File: src/hw/rtl/hhrc_pkg.sv
// Shared types and constants of the handle heap block.
// No dependencies.
package hhrc_pkg;
    localparam int Slots = 64;
    localparam int TempDepth = 128;
    localparam int CountBits = 16;
    localparam int SlotW = $clog2(Slots);
    localparam int TempW = $clog2(TempDepth);

    typedef logic [SlotW-1:0] slot_t;
    typedef logic [CountBits-1:0] count_t;

    typedef enum logic [3:0] {
        CMD_ALLOC_OBJ = 4'd0,
        CMD_ALLOC_LIST = 4'd1,
        CMD_REF = 4'd2,
        CMD_UNREF = 4'd3,
        CMD_CLEAR_TEMP = 4'd4,
        CMD_SHADE = 4'd5,
        CMD_POP_GRAY = 4'd6,
        CMD_SWEEP = 4'd7,
        CMD_CLEAR_ALL = 4'd8
    } cmd_t;

    localparam logic [2:0] ST_OK = 3'd0;
    localparam logic [2:0] ST_FULL = 3'd1;
    localparam logic [2:0] ST_NOT_LIVE = 3'd2;
    localparam logic [2:0] ST_COUNT = 3'd3;
    localparam logic [2:0] ST_TEMP_FULL = 3'd4;
    localparam logic [2:0] ST_GRAY = 3'd5;

    localparam logic [1:0] COLOR_WHITE = 2'd0;
    localparam logic [1:0] COLOR_GRAY = 2'd1;
    localparam logic [1:0] COLOR_BLACK = 2'd2;

    // Slot record: live, list, persistent, color, count
    typedef struct packed {
        logic live;
        logic lst;
        logic pers;
        logic [1:0] color;
        count_t cnt;
    } rec_t;
    localparam int RecW = $bits(rec_t);
endpackage

File: src/hw/rtl/hhrc_ram.sv
// Generic single-port-write, single-read RAM with registered read.
// No dependencies.
module hhrc_ram #(
    parameter int Width = 8,
    parameter int Depth = 16
) (
    input  logic                     aclk,
    input  logic                     we,
    input  logic [$clog2(Depth)-1:0] waddr,
    input  logic [Width-1:0]         wdata,
    input  logic [$clog2(Depth)-1:0] raddr,
    output logic [Width-1:0]         rdata
);
    logic [Width-1:0] mem [Depth];

    always_ff @(posedge aclk) begin
        if (we) begin
            mem[waddr] <= wdata;
        end
        rdata <= mem[raddr];
    end
endmodule

File: src/hw/rtl/handle_heap_refcount_gc_top.sv
// Top level of the handle heap: command sequencer around the slot, free,
// temp and gray memories. Depends on hhrc_pkg and hhrc_ram.
//
// Usage: one command item enters on s_cmd/s_slot with s_valid/s_ready and
// produces exactly one result item on m_status, m_slot_out, m_is_list,
// m_freed_count, m_gray_empty with m_valid/m_ready.
// Ref, unref, shade, alloc and pop gray read the slot record in S_RD, write
// it back in S_EXEC and raise m_valid in S_OUT; no new command item is
// taken until the result is accepted. Clear temp walks S_TRD and S_TCHK once
// per logged entry, sweep walks S_SWRD and S_SWCHK once per slot, and clear
// all walks S_INIT once per slot.
// After reset, and after clear all, the block runs a clearing pass over all
// 64 slots of the slot and free memories before s_ready rises.
// One item is worked at a time; the result sits in an output register, and
// while the receiver stalls s_ready stays low, so no state changes.
module handle_heap_refcount_gc_top (
    input  logic       aclk,
    input  logic       aresetn,
    input  logic       s_valid,
    output logic       s_ready,
    input  logic [3:0] s_cmd,
    input  logic [5:0] s_slot,
    output logic       m_valid,
    input  logic       m_ready,
    output logic [2:0] m_status,
    output logic [5:0] m_slot_out,
    output logic       m_is_list,
    output logic [6:0] m_freed_count,
    output logic       m_gray_empty
);
    localparam int SW = hhrc_pkg::SlotW;
    localparam int TW = hhrc_pkg::TempW;

    typedef enum logic [3:0] {
        S_INIT, S_IDLE, S_RD, S_EXEC, S_TRD, S_TCHK, S_SWRD, S_SWCHK, S_OUT
    } state_t;

    state_t state_reg;
    logic [3:0] cmd_reg;
    logic [SW-1:0] slot_reg, tgt_reg, idx_reg;
    logic [TW:0] tidx_reg;
    logic [SW:0] free_top_reg, gray_cnt_reg;
    logic [TW:0] temp_cnt_reg;
    logic [6:0] freed_reg;
    logic [2:0] status_reg;
    logic [5:0] sout_reg;
    logic lst_reg;

    // memory ports
    logic rec_we, fs_we, tl_we, gs_we;
    logic [SW-1:0] rec_wa, rec_ra, fs_wa, fs_ra, gs_wa, gs_ra;
    logic [TW-1:0] tl_wa, tl_ra;
    hhrc_pkg::rec_t rec_wd, rec_rd;
    logic [SW-1:0] fs_wd, fs_rd, tl_wd, tl_rd, gs_wd, gs_rd;

    hhrc_ram #(.Width(hhrc_pkg::RecW), .Depth(hhrc_pkg::Slots)) u_rec (
        .aclk(aclk), .we(rec_we), .waddr(rec_wa), .wdata(rec_wd),
        .raddr(rec_ra), .rdata(rec_rd));
    hhrc_ram #(.Width(SW), .Depth(hhrc_pkg::Slots)) u_free (
        .aclk(aclk), .we(fs_we), .waddr(fs_wa), .wdata(fs_wd),
        .raddr(fs_ra), .rdata(fs_rd));
    hhrc_ram #(.Width(SW), .Depth(hhrc_pkg::TempDepth)) u_temp (
        .aclk(aclk), .we(tl_we), .waddr(tl_wa), .wdata(tl_wd),
        .raddr(tl_ra), .rdata(tl_rd));
    hhrc_ram #(.Width(SW), .Depth(hhrc_pkg::Slots)) u_gray (
        .aclk(aclk), .we(gs_we), .waddr(gs_wa), .wdata(gs_wd),
        .raddr(gs_ra), .rdata(gs_rd));

    localparam logic [SW:0] SlotsV = SW'(0) + (SW+1)'(hhrc_pkg::Slots);
    localparam logic [TW:0] TempV = (TW+1)'(hhrc_pkg::TempDepth);
    localparam hhrc_pkg::count_t CntMax = '1;

    logic alloc_c, fs_empty, tl_full, gs_full;
    assign alloc_c = (cmd_reg == hhrc_pkg::CMD_ALLOC_OBJ) ||
                     (cmd_reg == hhrc_pkg::CMD_ALLOC_LIST);
    assign fs_empty = (free_top_reg == '0);
    assign tl_full = (temp_cnt_reg >= TempV);
    assign gs_full = (gray_cnt_reg >= SlotsV);

    logic [SW:0] ft_m1, gc_m1;
    assign ft_m1 = free_top_reg - 1'b1;
    assign gc_m1 = gray_cnt_reg - 1'b1;

    // Read address selection and write back for init, exec, clear temp and sweep
    always_comb begin
        rec_we = 1'b0; rec_wa = tgt_reg; rec_wd = rec_rd; rec_ra = tgt_reg;
        fs_we = 1'b0; fs_wa = free_top_reg[SW-1:0]; fs_wd = idx_reg;
        fs_ra = ft_m1[SW-1:0];
        tl_we = 1'b0; tl_wa = temp_cnt_reg[TW-1:0]; tl_wd = tgt_reg;
        tl_ra = tidx_reg[TW-1:0];
        gs_we = 1'b0; gs_wa = gray_cnt_reg[SW-1:0]; gs_wd = slot_reg;
        gs_ra = gc_m1[SW-1:0];
        unique case (state_reg)
            S_INIT: begin
                rec_we = 1'b1; rec_wa = idx_reg; rec_wd = '0;
                fs_we = 1'b1; fs_wa = idx_reg; fs_wd = idx_reg;
            end
            // first log entry is read ahead of the walk
            S_IDLE: tl_ra = '0;
            // pop gray reads the record of the slot on top of the gray stack
            S_RD: rec_ra = (cmd_reg == hhrc_pkg::CMD_POP_GRAY) ? gs_rd : slot_reg;
            S_EXEC: begin
                rec_ra = tgt_reg;
                if (alloc_c) begin
                    rec_we = !fs_empty && !tl_full; rec_wa = fs_rd;
                    rec_wd = '{live: 1'b1, lst: cmd_reg[0], pers: 1'b0,
                               color: hhrc_pkg::COLOR_WHITE, cnt: '0};
                    tl_we = rec_we; tl_wd = fs_rd;
                end else if (cmd_reg == hhrc_pkg::CMD_REF) begin
                    rec_we = rec_rd.live; rec_wd.pers = 1'b1;
                    if (rec_rd.cnt != CntMax) rec_wd.cnt = rec_rd.cnt + 1'b1;
                end else if (cmd_reg == hhrc_pkg::CMD_UNREF) begin
                    rec_we = rec_rd.live && (rec_rd.cnt != '0);
                    rec_wd.cnt = rec_rd.cnt - 1'b1;
                    tl_we = rec_we && (rec_rd.cnt == hhrc_pkg::count_t'(1)) && !tl_full;
                end else if (cmd_reg == hhrc_pkg::CMD_SHADE) begin
                    rec_we = rec_rd.live && (rec_rd.color != hhrc_pkg::COLOR_GRAY)
                             && !gs_full;
                    rec_wd.color = hhrc_pkg::COLOR_GRAY;
                    gs_we = rec_we;
                end else if (cmd_reg == hhrc_pkg::CMD_POP_GRAY) begin
                    rec_we = rec_rd.live && (gray_cnt_reg != '0);
                    rec_wd.color = hhrc_pkg::COLOR_BLACK;
                end
            end
            S_TCHK: begin
                rec_wa = tl_rd;
                rec_we = rec_rd.live && ((rec_rd.cnt == '0) || !rec_rd.pers);
                rec_wd.live = 1'b0;
                fs_we = rec_we && (free_top_reg < SlotsV);
                fs_wd = tl_rd;
                tl_ra = TW'(tidx_reg + 1'b1);
            end
            S_TRD: rec_ra = tl_rd;
            S_SWRD: rec_ra = idx_reg;
            S_SWCHK: begin
                rec_wa = idx_reg;
                rec_we = rec_rd.live && (rec_rd.color == hhrc_pkg::COLOR_WHITE);
                rec_wd.live = 1'b0;
                fs_we = rec_we && (free_top_reg < SlotsV);
            end
            default: ;
        endcase
    end

    // Sequencer
    always_ff @(posedge aclk) begin
        if (!aresetn) begin
            state_reg <= S_INIT;
            cmd_reg <= '0;
            idx_reg <= '0;
            free_top_reg <= SlotsV;
            temp_cnt_reg <= '0;
            gray_cnt_reg <= '0;
            m_valid <= 1'b0;
        end else begin
            unique case (state_reg)
                S_INIT: begin
                    idx_reg <= idx_reg + 1'b1;
                    if (idx_reg == SW'(hhrc_pkg::Slots - 1)) begin
                        if (cmd_reg == hhrc_pkg::CMD_CLEAR_ALL) begin
                            state_reg <= S_OUT;
                        end else begin
                            state_reg <= S_IDLE;
                        end
                    end
                end
                S_IDLE: begin
                    if (s_valid) begin
                        cmd_reg <= s_cmd; slot_reg <= s_slot; tgt_reg <= s_slot;
                        status_reg <= hhrc_pkg::ST_OK; sout_reg <= '0;
                        lst_reg <= 1'b0; freed_reg <= '0;
                        idx_reg <= '0; tidx_reg <= '0;
                        unique case (s_cmd)
                            hhrc_pkg::CMD_ALLOC_OBJ, hhrc_pkg::CMD_ALLOC_LIST,
                            hhrc_pkg::CMD_REF, hhrc_pkg::CMD_UNREF,
                            hhrc_pkg::CMD_SHADE, hhrc_pkg::CMD_POP_GRAY:
                                state_reg <= S_RD;
                            hhrc_pkg::CMD_CLEAR_TEMP: state_reg <= S_TRD;
                            hhrc_pkg::CMD_SWEEP: state_reg <= S_SWRD;
                            hhrc_pkg::CMD_CLEAR_ALL: begin
                                free_top_reg <= SlotsV; temp_cnt_reg <= '0;
                                gray_cnt_reg <= '0;
                                state_reg <= S_INIT;
                            end
                            default: state_reg <= S_OUT;
                        endcase
                    end
                end
                S_RD: begin
                    if (cmd_reg == hhrc_pkg::CMD_POP_GRAY) tgt_reg <= gs_rd;
                    state_reg <= S_EXEC;
                end
                S_EXEC: begin
                    state_reg <= S_OUT;
                    if (alloc_c) begin
                        if (fs_empty) status_reg <= hhrc_pkg::ST_FULL;
                        else if (tl_full) status_reg <= hhrc_pkg::ST_TEMP_FULL;
                        else begin
                            free_top_reg <= ft_m1;
                            temp_cnt_reg <= temp_cnt_reg + 1'b1;
                            sout_reg <= fs_rd; lst_reg <= cmd_reg[0];
                        end
                    end else if (cmd_reg == hhrc_pkg::CMD_REF) begin
                        if (!rec_rd.live) status_reg <= hhrc_pkg::ST_NOT_LIVE;
                        else if (rec_rd.cnt == CntMax) status_reg <= hhrc_pkg::ST_COUNT;
                    end else if (cmd_reg == hhrc_pkg::CMD_UNREF) begin
                        if (rec_rd.live) begin
                            if (rec_rd.cnt == '0) status_reg <= hhrc_pkg::ST_COUNT;
                            else if (rec_rd.cnt == hhrc_pkg::count_t'(1)) begin
                                if (tl_full) status_reg <= hhrc_pkg::ST_TEMP_FULL;
                                else temp_cnt_reg <= temp_cnt_reg + 1'b1;
                            end
                        end
                    end else if (cmd_reg == hhrc_pkg::CMD_SHADE) begin
                        if (!rec_rd.live) status_reg <= hhrc_pkg::ST_NOT_LIVE;
                        else if (rec_rd.color == hhrc_pkg::COLOR_GRAY || gs_full)
                            status_reg <= hhrc_pkg::ST_GRAY;
                        else gray_cnt_reg <= gray_cnt_reg + 1'b1;
                    end else begin
                        if (gray_cnt_reg == '0) status_reg <= hhrc_pkg::ST_GRAY;
                        else begin
                            gray_cnt_reg <= gc_m1;
                            sout_reg <= tgt_reg; lst_reg <= rec_rd.lst;
                            if (!rec_rd.live) status_reg <= hhrc_pkg::ST_NOT_LIVE;
                        end
                    end
                end
                // clear temp walk: read log entry, then slot record
                S_TRD: begin
                    if (tidx_reg >= temp_cnt_reg) begin
                        temp_cnt_reg <= '0; state_reg <= S_OUT;
                    end else begin
                        state_reg <= S_TCHK;
                    end
                end
                S_TCHK: begin
                    if (rec_we) begin
                        freed_reg <= freed_reg + 1'b1;
                        if (fs_we) free_top_reg <= free_top_reg + 1'b1;
                    end
                    tidx_reg <= tidx_reg + 1'b1;
                    state_reg <= S_TRD;
                end
                S_SWRD: begin
                    if (gray_cnt_reg != '0) begin
                        status_reg <= hhrc_pkg::ST_GRAY; state_reg <= S_OUT;
                    end else begin
                        state_reg <= S_SWCHK;
                    end
                end
                S_SWCHK: begin
                    if (rec_we) begin
                        freed_reg <= freed_reg + 1'b1;
                        if (fs_we) free_top_reg <= free_top_reg + 1'b1;
                    end
                    idx_reg <= idx_reg + 1'b1;
                    if (idx_reg == SW'(hhrc_pkg::Slots - 1)) state_reg <= S_OUT;
                    else state_reg <= S_SWRD;
                end
                S_OUT: begin
                    m_valid <= 1'b1;
                    if (m_valid && m_ready) begin
                        m_valid <= 1'b0; state_reg <= S_IDLE;
                    end
                end
                default: state_reg <= S_IDLE;
            endcase
        end
    end

    // S_TRD needs the temp read addressed in the cycle before; tl_ra tracks tidx.
    // Note: on S_TCHK the rec read was issued in S_TRD from tl_rd.

    assign s_ready = (state_reg == S_IDLE);
    assign m_status = status_reg;
    assign m_slot_out = sout_reg;
    assign m_is_list = lst_reg;
    assign m_freed_count = freed_reg;
    assign m_gray_empty = (gray_cnt_reg == '0);
endmodule

File: config.mk
export PLATFORM = sky130hd
export DESIGN_NAME = handle_heap_refcount_gc_top
export DESIGN_NICKNAME = d
export VERILOG_FILES = /design/src/hw/rtl/hhrc_pkg.sv /design/src/hw/rtl/hhrc_ram.sv /design/src/hw/rtl/handle_heap_refcount_gc_top.sv
export SDC_FILE = /design/constraint.sdc
export NUM_CORES = 2
export LEC_CHECK = 0
export ABC_CLOCK_PERIOD_IN_PS = 11730
export BUFFER_PORTS_ARGS = -buffer_cell sky130_fd_sc_hd__buf_2
export CORE_ASPECT_RATIO = 2
export CORE_MARGIN = 5
export CORE_UTILIZATION = 35
export CTS_BUF_LIST = sky130_fd_sc_hd__clkbuf_4 sky130_fd_sc_hd__clkbuf_8
export DETAILED_ROUTE_END_ITERATION = 7
export MAX_ROUTING_LAYER = met4
export RECOVER_POWER = 50
export SYNTH_ARGS = -nofsm -noshare
export SYNTH_HDL_FRONTEND = slang
export SYNTH_SLANG_ARGS = --single-unit
export TNS_END_PERCENT = 10
File: constraint.sdc
create_clock -name aclk -period 11.73 [get_ports aclk]
set_input_delay 2.346 -clock aclk [delete_from_list [all_inputs] [get_ports aclk]]
set_output_delay 2.346 -clock aclk [all_outputs]
set_load 0.02 [all_outputs]
Word-level counts from Yosys, hierarchy flattened

Memory sizes are Yosys's and may differ from the RTL's. A register that Yosys moved wholly into a read port is not among the register bits.
Cells that the tools add are included.

Add/subtract/negate cells: 10
$lt $le $gt $ge: 4
Eq/ne operators: 61
Multiplexer cells: 129
Reductions and logical operators: 52

Operators by type and width:

| operator                                                         | count |
|---|---|
| 7-bit 2-to-1 mux                                                 | 18 |
| 8-bit 2-to-1 mux                                                 | 12 |
| 6-bit 2-to-1 mux                                                 | 15 |
| 3-bit 2-to-1 mux                                                 | 17 |
| 16-bit 2-to-1 mux                                                | 3 |
| 7-bit one-hot mux with 2 select lines                            | 3 |
| 4-bit by 3-bit == test with 1-bit output, second input constant  | 10 |
| 20-bit one-hot mux with 2 select lines                           | 1 |
| 4-bit one-hot mux with 9 select lines                            | 1 |
| 6-bit one-hot mux with 2 select lines                            | 3 |
| 6-bit one-hot mux with 3 select lines                            | 2 |
| 3-bit inequality test, second input constant                     | 11 |
| 1-bit 2-to-1 mux                                                 | 32 |
| 4-bit 2-to-1 mux                                                 | 7 |
| 9-bit AND reduction                                              | 3 |
| 4-bit by 2-bit == test with 1-bit output, second input constant  | 6 |
| 2-bit inequality test, second input constant                     | 12 |
| 8-bit one-hot mux with 3 select lines                            | 1 |
| 7-bit by 1-bit adder with 7-bit output, second input constant    | 3 |
| 7-bit one-hot mux with 3 select lines                            | 1 |
| 19-bit 2-to-1 mux                                                | 1 |
| 16-bit by 1-bit adder with 16-bit output, second input constant  | 1 |
| 8-bit by 1-bit adder with 8-bit output, second input constant    | 2 |
| 16-bit by 1-bit == test with 1-bit output, second input constant | 1 |
| 45 further kinds                                                 | 90 |

Register bits: 74
RAM bits: 2880
Output and inout bits: 20
Word-level logic and storage cells: 274
Memories kept: 4

Memory list:

| name       | depth | width | rd ports | clocked after Yosys merged registers in | wr ports | line           | RTL |
|---|---|---|---|---|---|---|---|
| u_rec.mem  | 64    | 21    | 1        | 1                                       | 1        | hhrc_ram.sv:14 | `logic [Width-1:0] mem [Depth];` |
| u_temp.mem | 128   | 6     | 1        | 1                                       | 1        | hhrc_ram.sv:14 |  |
| u_free.mem | 64    | 6     | 1        | 1                                       | 1        | hhrc_ram.sv:14 |  |
| u_gray.mem | 64    | 6     | 1        | 1                                       | 1        | hhrc_ram.sv:14 |  |

Longest topological paths before layout

Word-level depth: 10
Depth in mapped cells: 14

Modules after synthesis

From an unflattened synthesis, not the netlist that was laid out.

Cells, all modules: 5765
Area total of the unflattened synthesis: 118588.7 µm²

By module, submodules not included:

| module                      | times used | cells an instance | area each (µm²) | seq. area each (µm²) |
|---|---|---|---|---|
| hhrc_ram at u_rec           | 1          | 2190              | 51717.1         | 40779.1 |
| hhrc_ram at u_free ...      | 2          | 729               | 15205.8         | 11651.2 |
| hhrc_ram at u_temp          | 1          | 1271              | 29923.7         | 23182.2 |
| handle_heap_refcount_gc_top | 1          | 846               | 6536.3          | 1851.8 |

Worst setup path after synthesis

No wires, ideal clock.

Kind: register to register
From: register state_reg[0]
To: memory u_rec.mem[0][10] in the netlist's numbering, data pin
Library setup time: 720 ps
Arrival time: 4443 ps
Path slack: 6567 ps
Cell stages (with the launch flop): 10
Path buffers: 5
Cell sequence: dfxtp_1 buf_2 nor2b_1 clkbuf_1 and2_1 clkbuf_1 clkbuf_1 nand2_1 clkbuf_1 o31ai_1

RTL lines:

| item                   | line                               | RTL |
|---|---|---|
| start, declared        | handle_heap_refcount_gc_top.sv:38  | `state_t state_reg;` |
| start signal, assigned | handle_heap_refcount_gc_top.sv:149 | `state_reg <= S_INIT;` |
| start signal, assigned | handle_heap_refcount_gc_top.sv:162 | `state_reg <= S_OUT;` |
| start signal, assigned | handle_heap_refcount_gc_top.sv:164 | `state_reg <= S_IDLE;` |
| end, declared          | hhrc_ram.sv:14                     |  |

==> flow_metrics.tcl <==
set metrics [dict create \
    critPathSlowestCell "clkbuf_1" \
    path_buf_inv 4 \
    cts_setup_buffers 0 \
    grt_setup_unrepaired "no" \
    netlist.area_leader.share 0.735 \
    hpwl_um 214000 \
    grt_pass1_wl_um 472000 \
    hold_buffers 0 \
    routed.top_layer "met4" \
    htreeDepth 5 \
    ctsRootBufferMaster "clkbuf_8" \
    reg2reg_depth 10 \
    grt_usage 0.188 \
    drv_cap 44 \
    initial_core_util 0.351 \
    endpoint_kind "register" \
    wirelength_um 331000 \
    drive_above_1_share 0.208 \
    first_global_vias 66100 \
    clock_skew_ns 0.110 \
    top_register "u_rec.mem" \
    nFillCells 30800 \
    power.leakage_nw 39.4 \
    synthFlopType "edfxtp_1" \
    gp_congestion 0.907 \
    wl_met3_um 15400 \
    critical_path_arrival_ns 8.43 \
    hold_viol_final 0 \
    critical_path.top_delay_family "buffers and inverters" \
    yosysUniqueCellTypes 93 \
    worstSkewPairLatency_ns 1.06 \
    fin_nets 6788 \
    worstReg2RegStart "state_reg[0]$_SDFFE_PN0P_" \
    drv_slew 2568 \
    ys_ff_latch 2993 \
    dp.cells 10800 \
    grt_max_degree 169 \
    hold_start "gray_cnt_reg[1]$_SDFFE_PN0P_" \
    drtPass1Iterations 6 \
    coreArea_mm2 0.340 \
    vias 63000 \
    synthCells 6578 \
    chipHeight_um 835 \
    min_period_ns 8.24 \
    hold_end "gray_cnt_reg[1]$_SDFFE_PN0P_" \
    stdcell_count 11500 \
    power_density_mw_per_mm2 148 \
    cts_sinks 2993 \
    min_path_type "reg -> reg" \
    cp_slowest_stage_delay_ns 2.78 \
    synth-edff-count 2917 \
    num_io_pins 34 \
    synth_seq_area_share 0.748 \
    cts_buffer_depth 4 \
    crit_required_ns 11.92 \
    violations "capacitance limit, slew limit" \
    critical_path_class "reg -> reg" \
    rr_endpoint "u_rec.mem[0][8]$_DFFE_PP_" \
    die-area_mm2 0.353 \
    numCtsBuffers 382 \
    avgSynthCellArea_um2 18.1 \
    syn_nets 6614 \
    tightest_slew_ns 3.93 \
    met1_length_um 104000 \
    hold_depth 2 \
    max_freq_ghz 0.121 \
    ctsResizeCount 0 \
    relSlewSlack -1.62 \
    grt_overflow 0 \
    finalCritPeriodShare 0.703 \
    area_delta_synth_final_pct 11.3 \
    ys_top_cells_by_area "edfxtp_1 (74%), mux4_2 (11%), nand2_1 (2.2%)" \
    start_kind "register" \
    viasPerCell 5.48 \
    yosysTopAreaCell "edfxtp_1" \
    finalSetupViolations 0 \
    wl_met2_um 182000 \
    antenna_found_initial 8 \
    async_flop_share 0 \
    largestRegisters "u_rec.mem x1344, u_temp.mem x768" \
    cp_common_cell "clkbuf_1" \
    largest_reg_flops 1344 \
    die_w_um 423 \
    ys_warn_count 0 \
    syn_area_mm2 0.119 \
    vdd_drop_max_uv 88.0 \
    ant_nets 0 \
    status "finished with violations" \
    reg2reg_setup_slack_ns 3.49 \
    crit_fanout 64 \
    drc 0 \
    wire_per_inst_um 28.8 \
    clk_transition_reported_paths_ns 0.08 \
    cts_tree "done" \
    tns_ns 0 \
    rows 303 \
    path_cells "clkbuf_1 > nor2b_1 > nand2_1 > clkbuf_1 > nor2_1 > clkbuf_1 > a21oi_1 > nand2b_1 > o31ai_4 > clkbuf_1" \
    drt_iter0_markers 5673 \
    port_buffers 33 \
]
==> worst max-delay path by stage <==
stage | end | startpoint | depth (start not counted) | slack [ns]
6_report | u_rec.mem[0][8]$_DFFE_PP_ | state_reg[0]$_SDFFE_PN0P_ | 10 | 3.49
5_1_grt | u_rec.mem[0][7]$_DFFE_PP_ | state_reg[1]$_SDFFE_PN0P_ | 8 | 3.21
4_1_cts | m_gray_empty | gray_cnt_reg[0]$_SDFFE_PN0P_ | 5 | 5.57
3_5_place_dp | u_temp.rdata[1]$_DFF_P_ | state_reg[0]$_SDFFE_PN0P_ | 11 | 5.70
3_3_place_gp | u_temp.rdata[0]$_DFF_P_ | state_reg[0]$_SDFFE_PN0P_ | 11 | 5.55
2_1_floorplan | u_rec.mem[0][10]$_DFFE_PP_ | state_reg[0]$_SDFFE_PN0P_ | 9 | 6.57
==> synth_stat cells, types with 19 or more instances <==
master    number
mux2_2        30
a32oi_1       40
or3_1         24
buf_6         19
edfxtp_1    2917
nor2_1       418
mux2i_1      189
a32o_1        33
and2_1        19
or2_1         22
ha_1          22
inv_1         31
clkbuf_1     203
buf_4         26
buf_2        112
buf_1         30
o21ai_0       65
nor3_1        31
a21oi_1      101
o211ai_1      25
nor4_1        19
dfxtp_1       76
nand3_1      194
a311oi_1      35
and3_1        59
nand4_1       55
a22oi_1      172
nor2b_1       29
nand2_1      691
mux4_2       576
a31oi_1       45
==> kinds of logic (layout without fill, tap and decap cells) <==
family | after synthesis | count (layout) | share of synthesized area
AOI/OAI and AO/OA | 677 | 677 | 0.0416
xor gates and xnor gates | 26 | 26 | 0.00191
adders and majority gates | 22 | 22 | 0.00231
buffers and inverters | 422 | 909 | 0.0165
DFF | 2993 | 2993 | 0.748
muxes | 795 | 795 | 0.128
other | 0 | 13 | 0
and+or+nand+nor | 1643 | 1643 | 0.0619
==> worst register-to-register path, delay by kind of cell, from the launching register on <==
kind / cells / cell delay, ns
flops: 1 / 0.34
simple gates: 4 / 1.72
buf+inv: 4 / 5.11
compound gates: 2 / 0.22
==> layout by cell type (no fill, tap or decap), drive strengths merged, types with 25 or more instances in the layout <==
master and n:
o21ai 67, and3 59, dfxtp 76, mux2 30
mux4 576, a22oi 173, mux2i 189, o211ai 25
edfxtp 2917, a21oi 102, a311oi 35, a31oi 45
clkinv 158, or2 26, nand2 699, bufinv 27
nor2b 29, buf 117, nand4 55, clkbuf 557
inv 39, a32o 33, nor2 419, nor3 32
nand3 195, a32oi 40
==> layer usage <==
metal	vias to the layer above	track usage
li1	26900	-
met1	33000	0.179
met2	2322	0.349
met3	844	0.0232
met4	0	0.132
met5	-	-
==> metrics by stage <==
stage	setup WS, ns	cell area (um^2)	util	total power (W)	hold slack (ns)
finish	3.49	133000	0.390	0.0197	0.557
global route	3.21	133000	0.390	0.0203	0.571
CTS	5.57	133000	0.391	0.0198	0.549
detailed placement	5.70	125000	0.368	0.0120	0.522
global placement	5.55	125000	0.368	0.0120	0.518
floorplan	6.57	119000	-	0.0119	0.475
==> layout make-up <==
class | count | area, um^2 | share of cell area
sequential | 2993 | 89100 | 0.672
multi-input combinational | 3163 | 28800 | 0.217
inverter | 32 | 120 | 0.000906
timing repair buffer | 180 | 1170 | 0.00886
clock inverter | 203 | 1660 | 0.0125
tap | 4422 | 5530 | 0.0417
clock buffer | 494 | 6200 | 0.0467
antenna | 13 | 32.5 | 0.000245
==> report_power, final <==
group / total (W) / switching (W) / internal, W
sequential: 0.0116 / 0.0000122 / 0.0116
clock: 0.00796 / 0.00388 / 0.00408
combinational: 0.000109 / 0.0000885 / 0.0000202
(Power assumes the default switching activity.)
